===== config.mk =====
export PLATFORM = sky130hd
export DESIGN_NAME = bounded_set_store
export DESIGN_NICKNAME = d
export VERILOG_FILES = /design/src/design/bss_pkg.sv /design/src/design/bss_ctrl.sv /design/src/design/bss_datapath.sv /design/src/design/bounded_set_store.sv
export SDC_FILE = /design/constraint.sdc
export NUM_CORES = 1
export LEC_CHECK = 0
export BUFFER_PORTS_ARGS = -buffer_cell sky130_fd_sc_hd__clkbuf_2
export CAP_MARGIN = 20
export CELL_PAD_IN_SITES_DETAIL_PLACEMENT = 0
export CELL_PAD_IN_SITES_GLOBAL_PLACEMENT = 1
export CORE_MARGIN = 8
export CORE_UTILIZATION = 34
export DETAILED_ROUTE_END_ITERATION = 16
export PLACE_DENSITY_LB_ADDON = 0.1
export SLEW_MARGIN = 10
export SYNTH_ARGS = -nofsm -noshare
export SYNTH_HDL_FRONTEND = slang
export SYNTH_SLANG_ARGS = --single-unit
export TNS_END_PERCENT = 100

===== constraint.sdc =====
create_clock -name clk -period 3.1 [get_ports clk]
set_clock_uncertainty 0.2 [all_clocks]
set_input_delay 0.62 -clock clk [delete_from_list [all_inputs] [get_ports clk]]
set_output_delay 0.62 -clock clk [all_outputs]
set_load 0.02 [all_outputs]

===== src/design/bss_pkg.sv =====
`timescale 1ns / 1ps

package bss_pkg;

  // set geometry
  localparam int CAPACITY = 16;
  localparam int IDX_W    = 4;
  localparam int CNT_W    = 5;
  localparam int VAL_W    = 32;
  localparam int OP_W     = 2;
  localparam int ST_W     = 2;

  localparam logic [CNT_W-1:0] CAP_COUNT = CNT_W'(CAPACITY);

  // operation codes; any other code acts as a lookup
  localparam logic [OP_W-1:0] OP_INSERT = 2'd0;
  localparam logic [OP_W-1:0] OP_DELETE = 2'd1;

  // result status codes
  localparam logic [ST_W-1:0] ST_OK      = 2'd0;
  localparam logic [ST_W-1:0] ST_PRESENT = 2'd1;
  localparam logic [ST_W-1:0] ST_FULL    = 2'd2;
  localparam logic [ST_W-1:0] ST_ABSENT  = 2'd3;

  // controller to datapath commands
  typedef struct packed {
    logic load;      // capture the input beat, restart the scan
    logic step;      // issue the next entry read
    logic scan_end;  // latch scan outcome, aim the shift past the match
    logic shift_wr;  // write the previous read one place down
    logic finish;    // apply the operation and load the result register
  } dp_cmd_t;

  // datapath to controller status
  typedef struct packed {
    logic scan_done;
    logic match;
    logic shift_done;
    logic out_free;
    logic is_delete;
  } dp_stat_t;

endpackage


===== src/design/bss_ctrl.sv =====
`timescale 1ns / 1ps

module bss_ctrl (
  input  logic              clk,
  input  logic              rst,
  input  logic              in_valid,
  output logic              in_ready,
  input  bss_pkg::dp_stat_t stat,
  output bss_pkg::dp_cmd_t  cmd
);
  import bss_pkg::*;

  localparam logic [1:0] S_IDLE  = 2'd0;
  localparam logic [1:0] S_SCAN  = 2'd1;
  localparam logic [1:0] S_SHIFT = 2'd2;
  localparam logic [1:0] S_DONE  = 2'd3;

  logic [1:0] state;
  logic [1:0] state_next;

  // state register
  always_ff @(posedge clk) begin
    if (rst) begin
      state <= S_IDLE;
    end else begin
      state <= state_next;
    end
  end

  // next state and commands
  always_comb begin
    state_next = state;
    cmd        = '0;
    in_ready   = 1'b0;
    unique case (state)
      S_IDLE: begin
        in_ready = 1'b1;
        if (in_valid) begin
          cmd.load   = 1'b1;
          state_next = S_SCAN;
        end
      end
      S_SCAN: begin
        if (stat.scan_done) begin
          cmd.scan_end = 1'b1;
          state_next   = (stat.is_delete && stat.match) ? S_SHIFT : S_DONE;
        end else begin
          cmd.step = 1'b1;
        end
      end
      S_SHIFT: begin
        cmd.step     = 1'b1;
        cmd.shift_wr = 1'b1;
        if (stat.shift_done) begin
          state_next = S_DONE;
        end
      end
      S_DONE: begin
        if (stat.out_free) begin
          cmd.finish = 1'b1;
          state_next = S_IDLE;
        end
      end
      default: begin
        state_next = S_IDLE;
      end
    endcase
  end

endmodule


===== src/design/bss_datapath.sv =====
`timescale 1ns / 1ps

module bss_datapath (
  input  logic                              clk,
  input  logic                              rst,
  input  bss_pkg::dp_cmd_t                  cmd,
  output bss_pkg::dp_stat_t                 stat,
  input  logic [bss_pkg::OP_W-1:0]          op,
  input  logic signed [bss_pkg::VAL_W-1:0]  value,
  output logic                              out_valid,
  input  logic                              out_ready,
  output logic [bss_pkg::ST_W-1:0]          status,
  output logic                              found,
  output logic [bss_pkg::IDX_W-1:0]         position,
  output logic [bss_pkg::CNT_W-1:0]         count
);
  import bss_pkg::*;

  // entry memory, one read and one write port
  logic signed [VAL_W-1:0] mem [CAPACITY];
  logic signed [VAL_W-1:0] rd_data;

  logic [OP_W-1:0]         op_r;
  logic signed [VAL_W-1:0] value_r;
  logic [CNT_W-1:0]        rd_idx;
  logic                    cmp_vld;
  logic [IDX_W-1:0]        cmp_idx;
  logic                    hit;
  logic [IDX_W-1:0]        hit_pos;

  logic                    issue;
  logic                    match_now;
  logic                    wr_en;
  logic [IDX_W-1:0]        wr_addr;
  logic signed [VAL_W-1:0] wr_data;
  logic [ST_W-1:0]         status_next;
  logic [CNT_W-1:0]        count_next;
  logic                    ins_wr;

  assign issue     = (rd_idx < count);
  assign match_now = cmp_vld && (rd_data == value_r);

  // status toward the controller
  always_comb begin
    stat.scan_done  = match_now || !issue;
    stat.match      = match_now;
    stat.shift_done = !issue && !cmp_vld;
    stat.out_free   = !out_valid || out_ready;
    stat.is_delete  = (op_r == OP_DELETE);
  end

  // apply the operation once the scan outcome is known
  always_comb begin
    status_next = ST_ABSENT;
    count_next  = count;
    ins_wr      = 1'b0;
    unique case (op_r)
      OP_INSERT: begin
        if (hit) begin
          status_next = ST_PRESENT;
        end else if (count < CAP_COUNT) begin
          status_next = ST_OK;
          count_next  = count + CNT_W'(1);
          ins_wr      = 1'b1;
        end else begin
          status_next = ST_FULL;
        end
      end
      OP_DELETE: begin
        if (hit) begin
          status_next = ST_OK;
          count_next  = count - CNT_W'(1);
        end
      end
      default: begin
        status_next = hit ? ST_OK : ST_ABSENT;
      end
    endcase
  end

  // write port: shift moves an entry down, insert appends
  always_comb begin
    wr_en   = (cmd.shift_wr && cmp_vld) || (cmd.finish && ins_wr);
    wr_addr = cmd.shift_wr ? (cmp_idx - IDX_W'(1)) : count[IDX_W-1:0];
    wr_data = cmd.shift_wr ? rd_data : value_r;
  end

  // memory ports
  always_ff @(posedge clk) begin
    rd_data <= mem[rd_idx[IDX_W-1:0]];
    if (wr_en) begin
      mem[wr_addr] <= wr_data;
    end
  end

  // scan and shift sequencing
  always_ff @(posedge clk) begin
    if (rst) begin
      cmp_vld <= 1'b0;
    end else if (cmd.load) begin
      op_r    <= op;
      value_r <= value;
      rd_idx  <= '0;
      cmp_vld <= 1'b0;
    end else if (cmd.scan_end) begin
      hit     <= match_now;
      hit_pos <= match_now ? cmp_idx : '0;
      rd_idx  <= {1'b0, cmp_idx} + CNT_W'(1);
      cmp_vld <= 1'b0;
    end else if (cmd.step) begin
      if (issue) begin
        rd_idx  <= rd_idx + CNT_W'(1);
        cmp_vld <= 1'b1;
        cmp_idx <= rd_idx[IDX_W-1:0];
      end else begin
        cmp_vld <= 1'b0;
      end
    end
  end

  // entry count
  always_ff @(posedge clk) begin
    if (rst) begin
      count <= '0;
    end else if (cmd.finish) begin
      count <= count_next;
    end
  end

  // result register
  always_ff @(posedge clk) begin
    if (rst) begin
      out_valid <= 1'b0;
    end else if (cmd.finish) begin
      out_valid <= 1'b1;
      status    <= status_next;
      found     <= hit;
      position  <= hit_pos;
    end else if (out_ready) begin
      out_valid <= 1'b0;
    end
  end

  // count never runs past the capacity
  a_count_bound: assert property (@(posedge clk) disable iff (rst)
    count <= CAP_COUNT)
    else $error("entry count above capacity");

  // a result is never loaded over one still waiting
  a_finish_free: assert property (@(posedge clk) disable iff (rst)
    cmd.finish |-> (!out_valid || out_ready))
    else $error("result register overwritten");

  // a successful delete drops the count by one
  a_delete_count: assert property (@(posedge clk) disable iff (rst)
    (cmd.finish && op_r == OP_DELETE && hit) |=> (count == $past(count) - CNT_W'(1)))
    else $error("delete did not decrement count");

  // shift writes stay inside the occupied entries
  a_shift_range: assert property (@(posedge clk) disable iff (rst)
    (cmd.shift_wr && cmp_vld) |-> ({1'b0, cmp_idx} < count && cmp_idx != '0))
    else $error("shift write outside occupied range");

endmodule


===== src/design/bounded_set_store.sv =====
`timescale 1ns / 1ps

// Bounded set of up to 16 signed 32-bit values, kept packed in insertion order.
// Each input beat carries an op (insert, delete, lookup; codes 2 and 3 look up) and a
// value, and yields one result beat with status, found flag, match position and
// the entry count afterwards. Membership is found by scanning the stored entries
// through a single memory read port, one entry per cycle; a delete of a present
// value then shifts the later entries down one place. The next beat is taken
// while a result still waits on the output register.
module bounded_set_store (
  input  logic                              clk,
  input  logic                              rst,
  input  logic                              in_valid,
  output logic                              in_ready,
  input  logic [bss_pkg::OP_W-1:0]          op,
  input  logic signed [bss_pkg::VAL_W-1:0]  value,
  output logic                              out_valid,
  input  logic                              out_ready,
  output logic [bss_pkg::ST_W-1:0]          status,
  output logic                              found,
  output logic [bss_pkg::IDX_W-1:0]         position,
  output logic [bss_pkg::CNT_W-1:0]         count
);
  import bss_pkg::*;

  dp_cmd_t  cmd;
  dp_stat_t stat;

  // sequencing
  bss_ctrl u_ctrl (
    .clk      (clk),
    .rst      (rst),
    .in_valid (in_valid),
    .in_ready (in_ready),
    .stat     (stat),
    .cmd      (cmd)
  );

  // storage, compare and result
  bss_datapath u_datapath (
    .clk       (clk),
    .rst       (rst),
    .cmd       (cmd),
    .stat      (stat),
    .op        (op),
    .value     (value),
    .out_valid (out_valid),
    .out_ready (out_ready),
    .status    (status),
    .found     (found),
    .position  (position),
    .count     (count)
  );

endmodule

# Word-level counts from Yosys, hierarchy flattened
# Memory sizes are Yosys's and may differ from the RTL's. A register that Yosys moved wholly into a read port is not among the register bits.
# Index checks and enable logic that the tools add are counted.
totals:
  reg_bits: 64
  inputBits: 38
  ramBits: 512
  mem_count: 1
memory_table:
  columns: ["memory", "depth", "word_bits", "read_ports", "rd_ports_with_merged_regs", "wr", "line_no", "text"]
  rows:
  - ["u_datapath.mem", 16, 32, 1, 1, 1, "bss_datapath.sv:20", "logic signed [VAL_W-1:0] mem [CAPACITY];"]
classes:
  reduce_logical: 25
  order_cmp: 2
  add_sub_neg: 5
  n_eq_ne: 12
  bitwise: 3
  n_mux: 37
ops:
  columns: ["op", "n"]
  rows:
  - ["$eq A32 B32 Y1", 1]
  - ["$mux W32", 1]
  - ["$mux W5", 6]
  - ["$mux W1", 18]
  - ["$mux W2", 8]
  - ["$add A5 B1 Y5 const B", 2]
  - ["$ne A2 B2 Y1 const B", 5]
  - ["$pmux W5 S2", 1]
  - ["$reduce_and A5 Y1", 2]
  - ["$pmux W2 S4", 1]
  - ["$reduce_and A3 Y1", 2]
  - ["$reduce_bool A3 Y1", 2]
  - ["$add A4 B1 Y5 const B", 1]
  - ["$logic_and A1 B1 Y1", 5]
  - ["$lt A5 B5 Y1", 1]
  - ["$lt A5 B5 Y1 const B", 1]
  - ["$sub A5 B1 Y5 const B", 1]
  - ["$eq A2 B1 Y1 const B", 2]
  - ["$eq A2 B2 Y1 const B", 2]
  - ["$logic_not A2 Y1", 2]
  - ["$mux W4", 1]
  - ["$ne A2 B1 Y1 const B", 2]
  - ["$reduce_and A2 Y1", 2]
  - ["$reduce_and A4 Y1", 1]
  - ["other kinds (7)", 14]

# Longest topological paths before layout
# Gate-level depths: netlist of the first run.
depth:
  word_depth: 8
  ltp_mapped: 14
  mapped_depth_nobuf: 13

# Cells and area by module
# A second synthesis of the first run with hierarchy kept.
hier_totals:
  cells_unflattened: 1044
  area_unflattened_um2: 23458.7
modules_own_cells:
  columns: ["module", "cells_each", "area_each_um2", "n_inst"]
  rows:
  - ["bss_datapath", 1018, 23229.8, 1]
  - ["bss_ctrl", 26, 229.0, 1]

# Least setup slack after synthesis of the first run
# OpenSTA, ideal clock, no wires.
synth_timing:
  path_type: "register -> register"
  startpoint: "register u_datapath.hit"
  endpoint: "memory u_datapath.mem[1][0], enable pin"
  arrival_ps: 2819
  required_ps: 2479
  path_stages_with_launch: 5
  synth_period_minus_slack_ps: 3440
  setup_slack_ps: -340
  cell_sequence: "edfxtp_1 or4_1 o21ai_0 o21ai_0 nor2_1"
synth_via:
  elab_chain_len: 6
synth_lines:
  columns: ["item", "line_no", "text"]
  rows:
  - ["start: declaration", "bss_datapath.sv:28", "logic hit;"]
  - ["start signal: assignment", "bss_datapath.sv:106", "hit <= match_now;"]
  - ["$mux W1", "bss_datapath.sv:59", "if (hit) begin"]
  - ["$mux W1", "bss_datapath.sv:57", "unique case (op_r)"]
  - ["$logic_and A1 B1 Y1", "bss_datapath.sv:83", "wr_en = (cmd.shift_wr && cmp_vld) || (cmd.finish && ins_wr);"]
  - ["$logic_or A1 B1 Y1", "bss_datapath.sv:83", null]
  - ["$mux W1", "bss_datapath.sv:91", "if (wr_en) begin"]
  - ["$mux W1 (implied by the code)", "bss_datapath.sv:92", "mem[wr_addr] <= wr_data;"]
  - ["end: declaration", "bss_datapath.sv:20", null]
# Every way passes these cells.

# Final worst setup path of the first run
layout_timing:
  startpoint: "register u_datapath.value_r[4]"
  endpoint: "register u_datapath.rd_idx[2] (data pin)"
layout_via:
  elab_chain_len: 6
layout_lines:
  columns: ["item", "line_no", "text"]
  rows:
  - ["start: declaration", "bss_datapath.sv:24", "logic signed [VAL_W-1:0] value_r;"]
  - ["start signal: assignment", "bss_datapath.sv:102", "value_r <= value;"]
  - ["$eq A32 B32 Y1", "bss_datapath.sv:41", "assign match_now = cmp_vld && (rd_data == value_r);"]
  - ["$logic_and A1 B1 Y1", "bss_datapath.sv:41", null]
  - ["$logic_or A1 B1 Y1", "bss_datapath.sv:45", "stat.scan_done = match_now || !issue;"]
  - ["$mux W1", "bss_ctrl.sv:44", "if (stat.scan_done) begin"]
  - ["$mux W1", "bss_ctrl.sv:35", "unique case (state)"]
  - ["$mux W5", "bss_datapath.sv:105", "end else if (cmd.scan_end) begin"]
  - ["end signal: assignment", "bss_datapath.sv:108", "rd_idx <= {1'b0, cmp_idx} + CNT_W'(1);"]
  - ["end signal: assignment", "bss_datapath.sv:112", "rd_idx <= rd_idx + CNT_W'(1);"]
  - ["end: declaration", "bss_datapath.sv:25", "logic [CNT_W-1:0] rd_idx;"]
# Every way passes these cells.
# A chain may end at the register's enable or synchronous reset.

==> flow_metrics.py, run 1 <==
metrics = {
    "finish": {
        "multi_input_area_um2": 5540,
        "seq_area_um2": 17800,
        "diodes": 0,
        "fill_cells": 6029,
        "fin_nets": 1266,
        "final_util_pct": 40.9,
        "area_growth_pct": 19.5,
        "finalNonFillerCells": 2150,
        "drive_above_1_share_pct": 35.6,
    },
    "setup_path": {
        "path_max_fanout": 5,
        "path_class": "reg -> reg",
        "cp-end-kind": "register",
        "r2r_start": "u_datapath.value_r[4]",
        "r2r_end": "u_datapath.rd_idx[2]",
        "critical_path_required_ps": 3360,
        "r2r_cells": 12,
        "cp-start-kind": "register",
        "cp_data_arrival_time_ps": 3400,
        "rrSetupSlack_ps": -40,
    },
    "global_route": {
        "grt_pass1_vias": 11700,
        "antenna_found_initial": 2,
        "grt_usage_pct": 15.1,
        "gr-total-overflow": 0,
        "grt_pass1_wl_um": 84700,
        "grt_max_degree": 131,
    },
    "timing": {
        "fin_crit_sh_pct": 101,
        "worst_slack_ps": -41.8,
        "fmaxAchievable_mhz": 318,
        "final_max_slew_viol_count": 0,
        "rsz0062_at_grt": "true",
        "maxSlewHeadroom_pct": 32.7,
        "hold_ws_ps": 32.2,
        "tightest_slew_ps": 1010,
        "finalCriticalPeriod_ps": 3140,
        "timing.final.hold_violations": 0,
        "final.setup.tns_ps": -65.8,
        "setup_viol": 2,
    },
    "power": {
        "p_leak_nw": 8.92,
        "vdd_ir_drop_max_mv": 0.643,
        "power_mw": 23.5,
        "power_density_nw_per_um2": 841,
    },
    "yosys": {
        "synth_top_cell_area_share_pct": 72.8,
        "async_reset_ff_share_pct": 0,
        "seq_area_frac_synth_pct": 76.3,
        "yosys_warnings": 0,
        "synthesis.nets": 1108,
        "ys_ff_latch": 608,
        "yosysUniqueCellTypes": 45,
        "synth_area_um2": 23400,
        "synth_flop_cell": "edfxtp_1",
        "yosys-top-cells-area": "edfxtp_1, mux4_2, dfxtp_1, mux2_2, xnor2_1",
        "syn_inst": 1055,
        "netlist.top_cell.by_area": "edfxtp_1",
        "synth_common_cells": "edfxtp_1, mux4_2, dfxtp_1, nor2_1, mux2_2",
        "synth_edf_count": 567,
        "synth_most_common_cell": "edfxtp_1",
        "syn_avg_cell_area_um2": 22.2,
    },
    "clock_tree": {
        "cts_max_level": 3,
        "root_buffer": "clkbuf_16",
        "cts.sinks": 608,
        "clock_path_buffers": 3,
        "numCtsBuffers": 69,
        "clk_pin_slew_worst_paths_ps": 60,
        "clk_latency_ps": 600,
        "cts_tree": "done",
    },
    "run_status": {
        "violations": "negative setup slack",
        "outcome": "finished with violations",
    },
    "drt": {
        "drc_errors": 0,
        "wire_per_inst_um": 27.1,
        "vias_per_cell": 5.10,
        "first_iter_violations": 909,
        "dr.pass1.iters": 4,
        "dr_total_vias": 11000,
        "ant_nets": 0,
        "drt-total-wl_um": 58200,
    },
    "floorplanning": {
        "num_rows": 96,
        "dieWidth_um": 278,
        "dieArea_um2": 77400,
        "die_y_um": 278,
        "coreArea_um2": 68300,
        "ios": 52,
        "initial_core_util_pct": 34.2,
    },
    "min_path": {
        "hold_path_class": "in -> reg",
        "hold_start": "value[14]",
        "hold_depth": 1,
        "worstHoldEndpoint": "u_datapath.value_r[14]",
    },
    "placed_design": {
        "dp_cells": 2013,
        "io_buffers": 51,
        "dpl.hpwl_um": 32800,
        "globalplace.congestion": 0.712,
    },
    "job": {
        "cap_violations": 0,
    },
}
[cells in the final DEF, fill, tap and decap left out, types with 12 or more instances in the layout]
master	count
buf_12	25
inv_1	14
a21oi_1	16
edfxtp_1	567
buf_4	48
clkinv_1	13
clkbuf_16	71
xor2_1	12
nor2_4	17
xnor2_1	22
mux4_2	160
nor2_1	18
mux2_2	32
clkbuf_1	19
nand2_1	16
ha_1	12
clkbuf_2	51
dfxtp_1	41
[metal layers]
metal | vias up | share of wire, % | track usage, %
met5 | - | 0 | 0
met2 | 182 | 49 | 24.6
met3 | 79 | 3.2 | 2.76
met1 | 5990 | 47 | 21.1
met4 | 0 | 1.8 | 3.52
li1 | 4711 | - | -
[where the power goes]
group          leakage, nW  total (mW)  switching (mW)  internal, mW
logic                 2.39        5.24            2.89          2.36
registers             5.45        10.3           0.245          10.0
clock network         1.07        7.96            3.25          4.71
total                 8.92        23.5            6.38          17.1
[worst max-delay path, cell delays in order, from the launching register on]
cell,delay [ps]
edfxtp_1,430
xnor2_2,170
nand4_1,200
or4_4,590
nor3_4,140
buf_6,140
o21ai_4,60
mux2_4,340
ha_4,170
buf_6,120
nand2b_4,120
a211o_1,250
nand3_1,80
[layout make-up]
| cell class | count | area share, % |
|---|---|---|
| Tap cell | 882 | 3.95 |
| Sequential cell | 608 | 63.9 |
| Multi-Input combinational cell | 387 | 19.8 |
| Clock inverter | 33 | 1.10 |
| Clock buffer | 93 | 6.76 |
| Inverter | 14 | 0.188 |
| Timing Repair Buffer | 133 | 4.33 |
[sequential cells by signal (all words and copies together) (netlist names)]
register,flops
u_datapath.position,4
u_datapath.cmp_idx,4
u_ctrl.state,2
u_datapath.op_r,2
u_datapath.found,1
u_datapath.status,2
u_datapath.value_r,32
u_datapath.rd_data,32
u_datapath.rd_idx,5
u_datapath.mem,512
u_datapath.count,5
u_datapath.hit,1
u_datapath.out_valid,1
u_datapath.hit_pos,4
u_datapath.cmp_vld,1
[logic make-up after synthesis]
group,share of synthesized area (%)
AOI/OAI and AO/OA,1.09
xor gates and xnor gates,1.54
and+or+nand+nor,2.09
adders and majority gates,0.835
muxes,17.1
buffers and inverters,1.05
DFF,76.3
[what timing repair did]
item	CTS	global route
setup buffers	4	0
endpoints found under the setup margin	3	7
endpoints found under the hold margin	7	0
gates resized for setup	16	6
pin swaps	7	6
hold buffers	7	0
[through the flow]
| stage | cell area (um^2) | worst slack (ps) |
|---|---|---|
| after floorplan | 23400 | -340 |
| after global placement | 25500 | -288 |
| after detailed placement | 25500 | -314 |
| after CTS | 27900 | -89.9 |
| after global routing | 27900 | -190 |
| final | 27900 | -41.8 |
[worst max path at each step]
stage / from / end / slack (ps) / depth (start not counted)
3_3_place_gp: u_datapath.value_r[8] / u_datapath.rd_idx[2] / -290 / 12
3_5_place_dp: u_datapath.value_r[8] / u_datapath.rd_idx[2] / -310 / 12
2_1_floorplan: u_datapath.hit / u_datapath.mem[1][0] / -340 / 4
6_report: u_datapath.value_r[4] / u_datapath.rd_idx[2] / -40 / 12
4_1_cts: u_datapath.value_r[22] / u_datapath.rd_idx[2] / -90 / 12
5_1_grt: u_datapath.value_r[4] / u_datapath.rd_idx[4] / -190 / 13
Power figures use the tool's default switching activity.
==> run 2, diff against run 1 <==
--- a/config.mk
+++ b/config.mk
@@ -11,8 +11,9 @@
 export CELL_PAD_IN_SITES_GLOBAL_PLACEMENT = 1
 export CORE_MARGIN = 8
 export CORE_UTILIZATION = 34
+export CTS_CLUSTER_DIAMETER = 100
 export DETAILED_ROUTE_END_ITERATION = 16
-export PLACE_DENSITY_LB_ADDON = 0.1
+export PLACE_DENSITY = 0.52
 export SLEW_MARGIN = 10
 export SYNTH_ARGS = -nofsm -noshare
 export SYNTH_HDL_FRONTEND = slang
==> flow_metrics.py, run 2 (synthesis results as in run 1) <==
metrics = {
    "run_status": {
        "outcome": "finished with violations",
        "violations": "negative setup slack",
    },
    "timing": {
        "finalCriticalPeriod_ps": 3120,
        "final_max_slew_viol_count": 0,
        "rsz0062_at_grt": "true",
        "fmaxAchievable_mhz": 320,
        "setup_viol": 1,
        "timing.final.hold_violations": 0,
        "tightest_slew_ps": 1010,
        "maxSlewHeadroom_pct": 32.5,
        "worst_slack_ps": -23.4,
        "final.setup.tns_ps": -23.4,
        "fin_crit_sh_pct": 101,
    },
    "setup_path": {
        "path_cells": "xnor2_2, nand4_1, or4_4, nor3_4, buf_6, o21ai_4, mux2_4, ha_4, buf_6, nand2b_4, a211o_1, nand3_1",
        "cp_num_buf_inv": 2,
        "cp_common_cell": "buf_6",
        "path_class": "reg -> reg",
        "slowest_delay_ps": 530,
        "crit_slowest_cell": "or4_4",
        "r2r_end": "u_datapath.rd_idx[2]",
        "cp-end-kind": "register",
        "r2r_cells": 12,
        "cp-start-kind": "register",
        "path_max_fanout": 4,
        "critical_path_required_ps": 3360,
        "rrSetupSlack_ps": -20,
        "cp_top_family": "simple AND/OR/NAND/NOR gates",
        "cp_data_arrival_time_ps": 3380,
        "r2r_start": "u_datapath.value_r[25]",
    },
    "finish": {
        "final_cell_mix": "edfxtp_1, mux4_2, clkbuf_16",
        "largest_reg_flops": 512,
        "layout_commonest_cell": "edfxtp_1",
        "area_growth_pct": 19.2,
        "reg.largest.list": "u_datapath.mem x512, u_datapath.rd_data x32, u_datapath.value_r x32",
        "drive_above_1_share_pct": 35.0,
        "fin_nets": 1264,
        "diodes": 0,
        "regMostFlops": "u_datapath.mem",
    },
    "power": {
        "power_mw": 23.1,
        "power_density_nw_per_um2": 830,
        "p_leak_nw": 8.86,
        "vdd_ir_drop_max_mv": 0.389,
    },
    "global_route": {
        "grt_pass1_vias": 11700,
        "grt_max_degree": 76,
        "grt_usage_pct": 14.8,
        "antenna_found_initial": 0,
        "grt_pass1_wl_um": 83800,
        "gr-total-overflow": 0,
    },
    "drt": {
        "dr.pass1.iters": 4,
        "wire_per_inst_um": 26.7,
        "vias_per_cell": 5.07,
        "drc_errors": 0,
        "ant_nets": 0,
        "dr_total_vias": 10900,
        "drt-total-wl_um": 57300,
        "first_iter_violations": 930,
    },
    "clock_tree": {
        "clk_latency_ps": 610,
        "clock_path_buffers": 3,
        "root_buffer": "clkbuf_16",
        "numCtsBuffers": 67,
        "cts_tree": "done",
        "clk_pin_slew_worst_paths_ps": 60,
        "cts_max_level": 3,
        "cts.sinks": 608,
    },
    "floorplanning": {
        "initial_core_util_pct": 34.2,
        "ios": 52,
        "die_y_um": 278,
        "dieWidth_um": 278,
        "dieArea_um2": 77400,
        "coreArea_um2": 68300,
        "num_rows": 96,
    },
    "job": {
        "cap_violations": 0,
    },
    "placed_design": {
        "dpl.hpwl_um": 32100,
        "globalplace.congestion": 0.713,
        "dpl_worst_slack_ps": -365,
        "io_buffers": 51,
    },
    "min_path": {
        "hold_start": "value[29]",
        "hold_path_class": "in -> reg",
        "hold_depth": 1,
        "worstHoldEndpoint": "u_datapath.value_r[29]",
    },
}
==> run 2: metal layers <==
metal | global-route usage [%] | part of all wire [%] | up-vias
li1 | - | - | 4713
met1 | 20.4 | 46 | 5913
met2 | 24.4 | 49 | 196
met3 | 2.75 | 3.3 | 71
met4 | 3.65 | 1.8 | 0
met5 | 0 | 0 | -
==> run 2: where the power goes <==
group	switching, mW	leakage [nW]	internal, mW
registers	0.231	5.45	10.0
clock network	3.17	1.04	4.56
logic	2.82	2.37	2.31
==> run 2: cell type report <==
type | instances | area, um^2
flip-flops and latches | 608 | 17800
repair buffers | 133 | 1240
inverters | 14 | 52.6
multi-input cells | 387 | 5500
clock buffers | 97 | 1870
well taps | 882 | 1100
clock inverters | 27 | 263
fillers | 6001 | 40500
==> run 2: how the worst max path moves through the flow <==
stage / startpoint / to / slack [ps] / cells after the start
finish: u_datapath.value_r[25] / u_datapath.rd_idx[2] / -20 / 12
global placement: u_datapath.value_r[16] / u_datapath.rd_idx[2] / -320 / 14
detailed placement: u_datapath.value_r[16] / u_datapath.rd_idx[2] / -370 / 14
global route: u_datapath.value_r[4] / u_datapath.rd_idx[2] / -220 / 14
floorplan: u_datapath.hit / u_datapath.mem[1][0] / -340 / 4
CTS: u_datapath.value_r[11] / u_datapath.rd_idx[2] / -50 / 12
==> run 2: worst register-to-register path: cells and delay by family, from the launching register on <==
kind / cells / cell delay (ps)
XOR/XNOR: 1 / 210
AND/OR/NAND/NOR: 5 / 1050
multiplexers: 1 / 340
flip-flops: 1 / 420
AO/OA/AOI/OAI: 2 / 370
adder cells (fa/ha/maj): 1 / 160
buffers and inverters: 2 / 250
==> run 2: through the flow <==
stage | hold slack (ps) | area [um^2] | cells | utilization (%)
detailed placement | 220 | 25500 | 2011 | 37.4
CTS | 2.27 | 27900 | 2148 | 40.8
floorplan | 200 | 23400 | 1055 | -
finish | 44.3 | 27900 | 2148 | 40.8
global route | 9.58 | 27900 | 2148 | 40.8
global placement | 209 | 25500 | 2011 | 37.4
==> run 2: repair_timing <==
action                                 4_1_cts  5_1_grt
gates resized for setup                     15        4
pin swaps                                   12        1
buffers inserted                             3        0
hold buffers                                10        0
setup endpoints to repair                    8        2
endpoints found under the hold margin       10        0
==> run 3, diff against run 2 <==
--- a/config.mk
+++ b/config.mk
@@ -9,7 +9,7 @@
 export CAP_MARGIN = 20
 export CELL_PAD_IN_SITES_DETAIL_PLACEMENT = 0
 export CELL_PAD_IN_SITES_GLOBAL_PLACEMENT = 1
-export CORE_MARGIN = 8
+export CORE_MARGIN = 2
 export CORE_UTILIZATION = 34
 export CTS_CLUSTER_DIAMETER = 100
 export DETAILED_ROUTE_END_ITERATION = 16
==> flow_metrics.py, run 3 (synthesis results as in run 1) <==
metrics = {
    "setup_path": {
        "path_class": "reg -> reg",
        "crit_slowest_cell": "or4_4",
        "cp-end-kind": "register",
        "critical_path_required_ps": 3380,
        "cp_data_arrival_time_ps": 3420,
        "cp_top_family": "simple AND/OR/NAND/NOR gates",
        "path_max_fanout": 4,
        "cp-start-kind": "register",
        "path_cells": "xnor2_1, nand4_1, or4_4, nor3_4, o21ai_2, mux2_4, ha_2, buf_4, nand2b_1, a211o_1, nand3_1",
        "cp_num_buf_inv": 1,
        "slowest_delay_ps": 510,
    },
    "placed_design": {
        "io_buffers": 51,
        "dpl.hpwl_um": 31500,
        "dpl_worst_slack_ps": -496,
        "place_area_um2": 25500,
        "globalplace.congestion": 0.730,
    },
    "power": {
        "vdd_ir_drop_max_mv": 0.444,
        "power_density_nw_per_um2": 839,
        "power_mw": 23.4,
        "p_leak_nw": 8.90,
    },
    "drt": {
        "wire_per_inst_um": 26.7,
        "ant_nets": 0,
        "vias_per_cell": 5.08,
        "drc_errors": 0,
        "dr_total_vias": 10900,
        "drt-total-wl_um": 57600,
        "first_iter_violations": 846,
        "dr.pass1.iters": 5,
    },
    "clock_tree": {
        "numCtsBuffers": 68,
        "clock_path_buffers": 3,
        "root_buffer": "clkbuf_16",
        "cts.sinks": 608,
        "cts_max_level": 3,
        "cts_tree": "done",
        "clk_pin_slew_worst_paths_ps": 60,
        "clk_latency_ps": 610,
    },
    "floorplanning": {
        "num_rows": 96,
        "die_y_um": 266,
        "ios": 52,
        "initial_core_util_pct": 34.2,
        "dieWidth_um": 266,
        "coreArea_um2": 68300,
        "dieArea_um2": 70900,
    },
    "finish": {
        "largest_reg_flops": 512,
        "final_cell_mix": "edfxtp_1, mux4_2, clkbuf_16",
        "reg.largest.list": "u_datapath.mem x512, u_datapath.rd_data x32, u_datapath.value_r x32",
        "final_util_pct": 40.8,
        "drive_above_1_share_pct": 35.2,
        "diodes": 0,
        "layout_commonest_cell": "edfxtp_1",
        "regMostFlops": "u_datapath.mem",
        "area_growth_pct": 19.3,
        "fin_nets": 1269,
        "finalInstanceArea_um2": 27900,
    },
    "global_route": {
        "grt_util_met2_pct": 28.5,
        "grt_pass1_wl_um": 83400,
        "gr-total-overflow": 0,
        "grt_usage_pct": 16.6,
        "grt_max_degree": 70,
        "grt_use_met3_pct": 2.84,
        "antenna_found_initial": 1,
        "grt_pass1_vias": 11700,
        "use_met1_pct": 22.0,
        "busiest_layer": "met2",
    },
    "run_status": {
        "violations": "negative setup slack",
        "outcome": "finished with violations",
    },
    "min_path": {
        "hold_path_class": "in -> reg",
    },
    "timing": {
        "final_max_slew_viol_count": 0,
        "tightest_slew_ps": 1010,
        "finalCriticalPeriod_ps": 3140,
        "fmaxAchievable_mhz": 319,
        "setup_viol": 1,
        "fin_crit_sh_pct": 101,
        "maxSlewHeadroom_pct": 32.7,
        "worst_slack_ps": -39.4,
        "rsz0062_at_grt": "true",
        "timing.final.hold_violations": 0,
    },
    "job": {
        "cap_violations": 0,
    },
}
==> run 3: changes by cell type in the layout (fill, tap and decap cells not counted), sizes merged <==
cell         before  now
buf              72   73
bufinv            4    5
clkbuf          148  146
clkinv           19   21
clkinvlp          1    2
dlygate4sd3      10   13
inv              17   16
==> run 3: path summary, 6_finish.rpt <==
path                         startpoint                      to  slack (ps)  cells after the start
hold / removal                 value[4]   u_datapath.value_r[4]          40                      1
setup / recovery  u_datapath.value_r[7]    u_datapath.rd_idx[2]         -40                     11
hold reg to reg   u_datapath.hit_pos[1]  u_datapath.position[1]         230                      0
setup reg to reg  u_datapath.value_r[7]    u_datapath.rd_idx[2]         -40                     11
==> run 3: power by group <==
part,total (mW),internal [mW],switching (mW)
combinational,5.06,2.29,2.78
sequential,10.3,10.0,0.231
clock,8.06,4.76,3.30
total,23.4,17.1,6.30
==> run 3: what timing repair did <==
action,4_1_cts,5_1_grt
gates resized for setup,8,0
buffers inserted,3,0
hold buffers,13,0
pin swaps,9,1
endpoints found under the hold margin,13,0
endpoints found under the setup margin,9,2
==> run 3: final cells by class <==
| type | count | area (um^2) |
|---|---|---|
| sequential | 608 | 17800 |
| tap | 882 | 1100 |
| inverter | 14 | 52.6 |
| clock inverter | 30 | 353 |
| clock buffer | 95 | 1900 |
| fill | 5986 | 40400 |
| multi-input combinational | 387 | 5460 |
| timing repair buffer | 137 | 1180 |
==> run 3: layer usage <==
layer  vias to the layer above  wire [um]
met5                         -          0
met4                         0       1050
met3                        71       2330
met2                       232      29100
met1                      5927      25100
li1                       4716          -
==> run 3: metrics by stage <==
stage,std cells,hold WS [ps],setup TNS (ps)
finish,2153,38.0,-39.4
global route,2153,5.15,-429
CTS,2153,1.23,-30.8
detailed placement,2014,220,-1530
global placement,2014,208,-1990
floorplan,1055,200,-74110
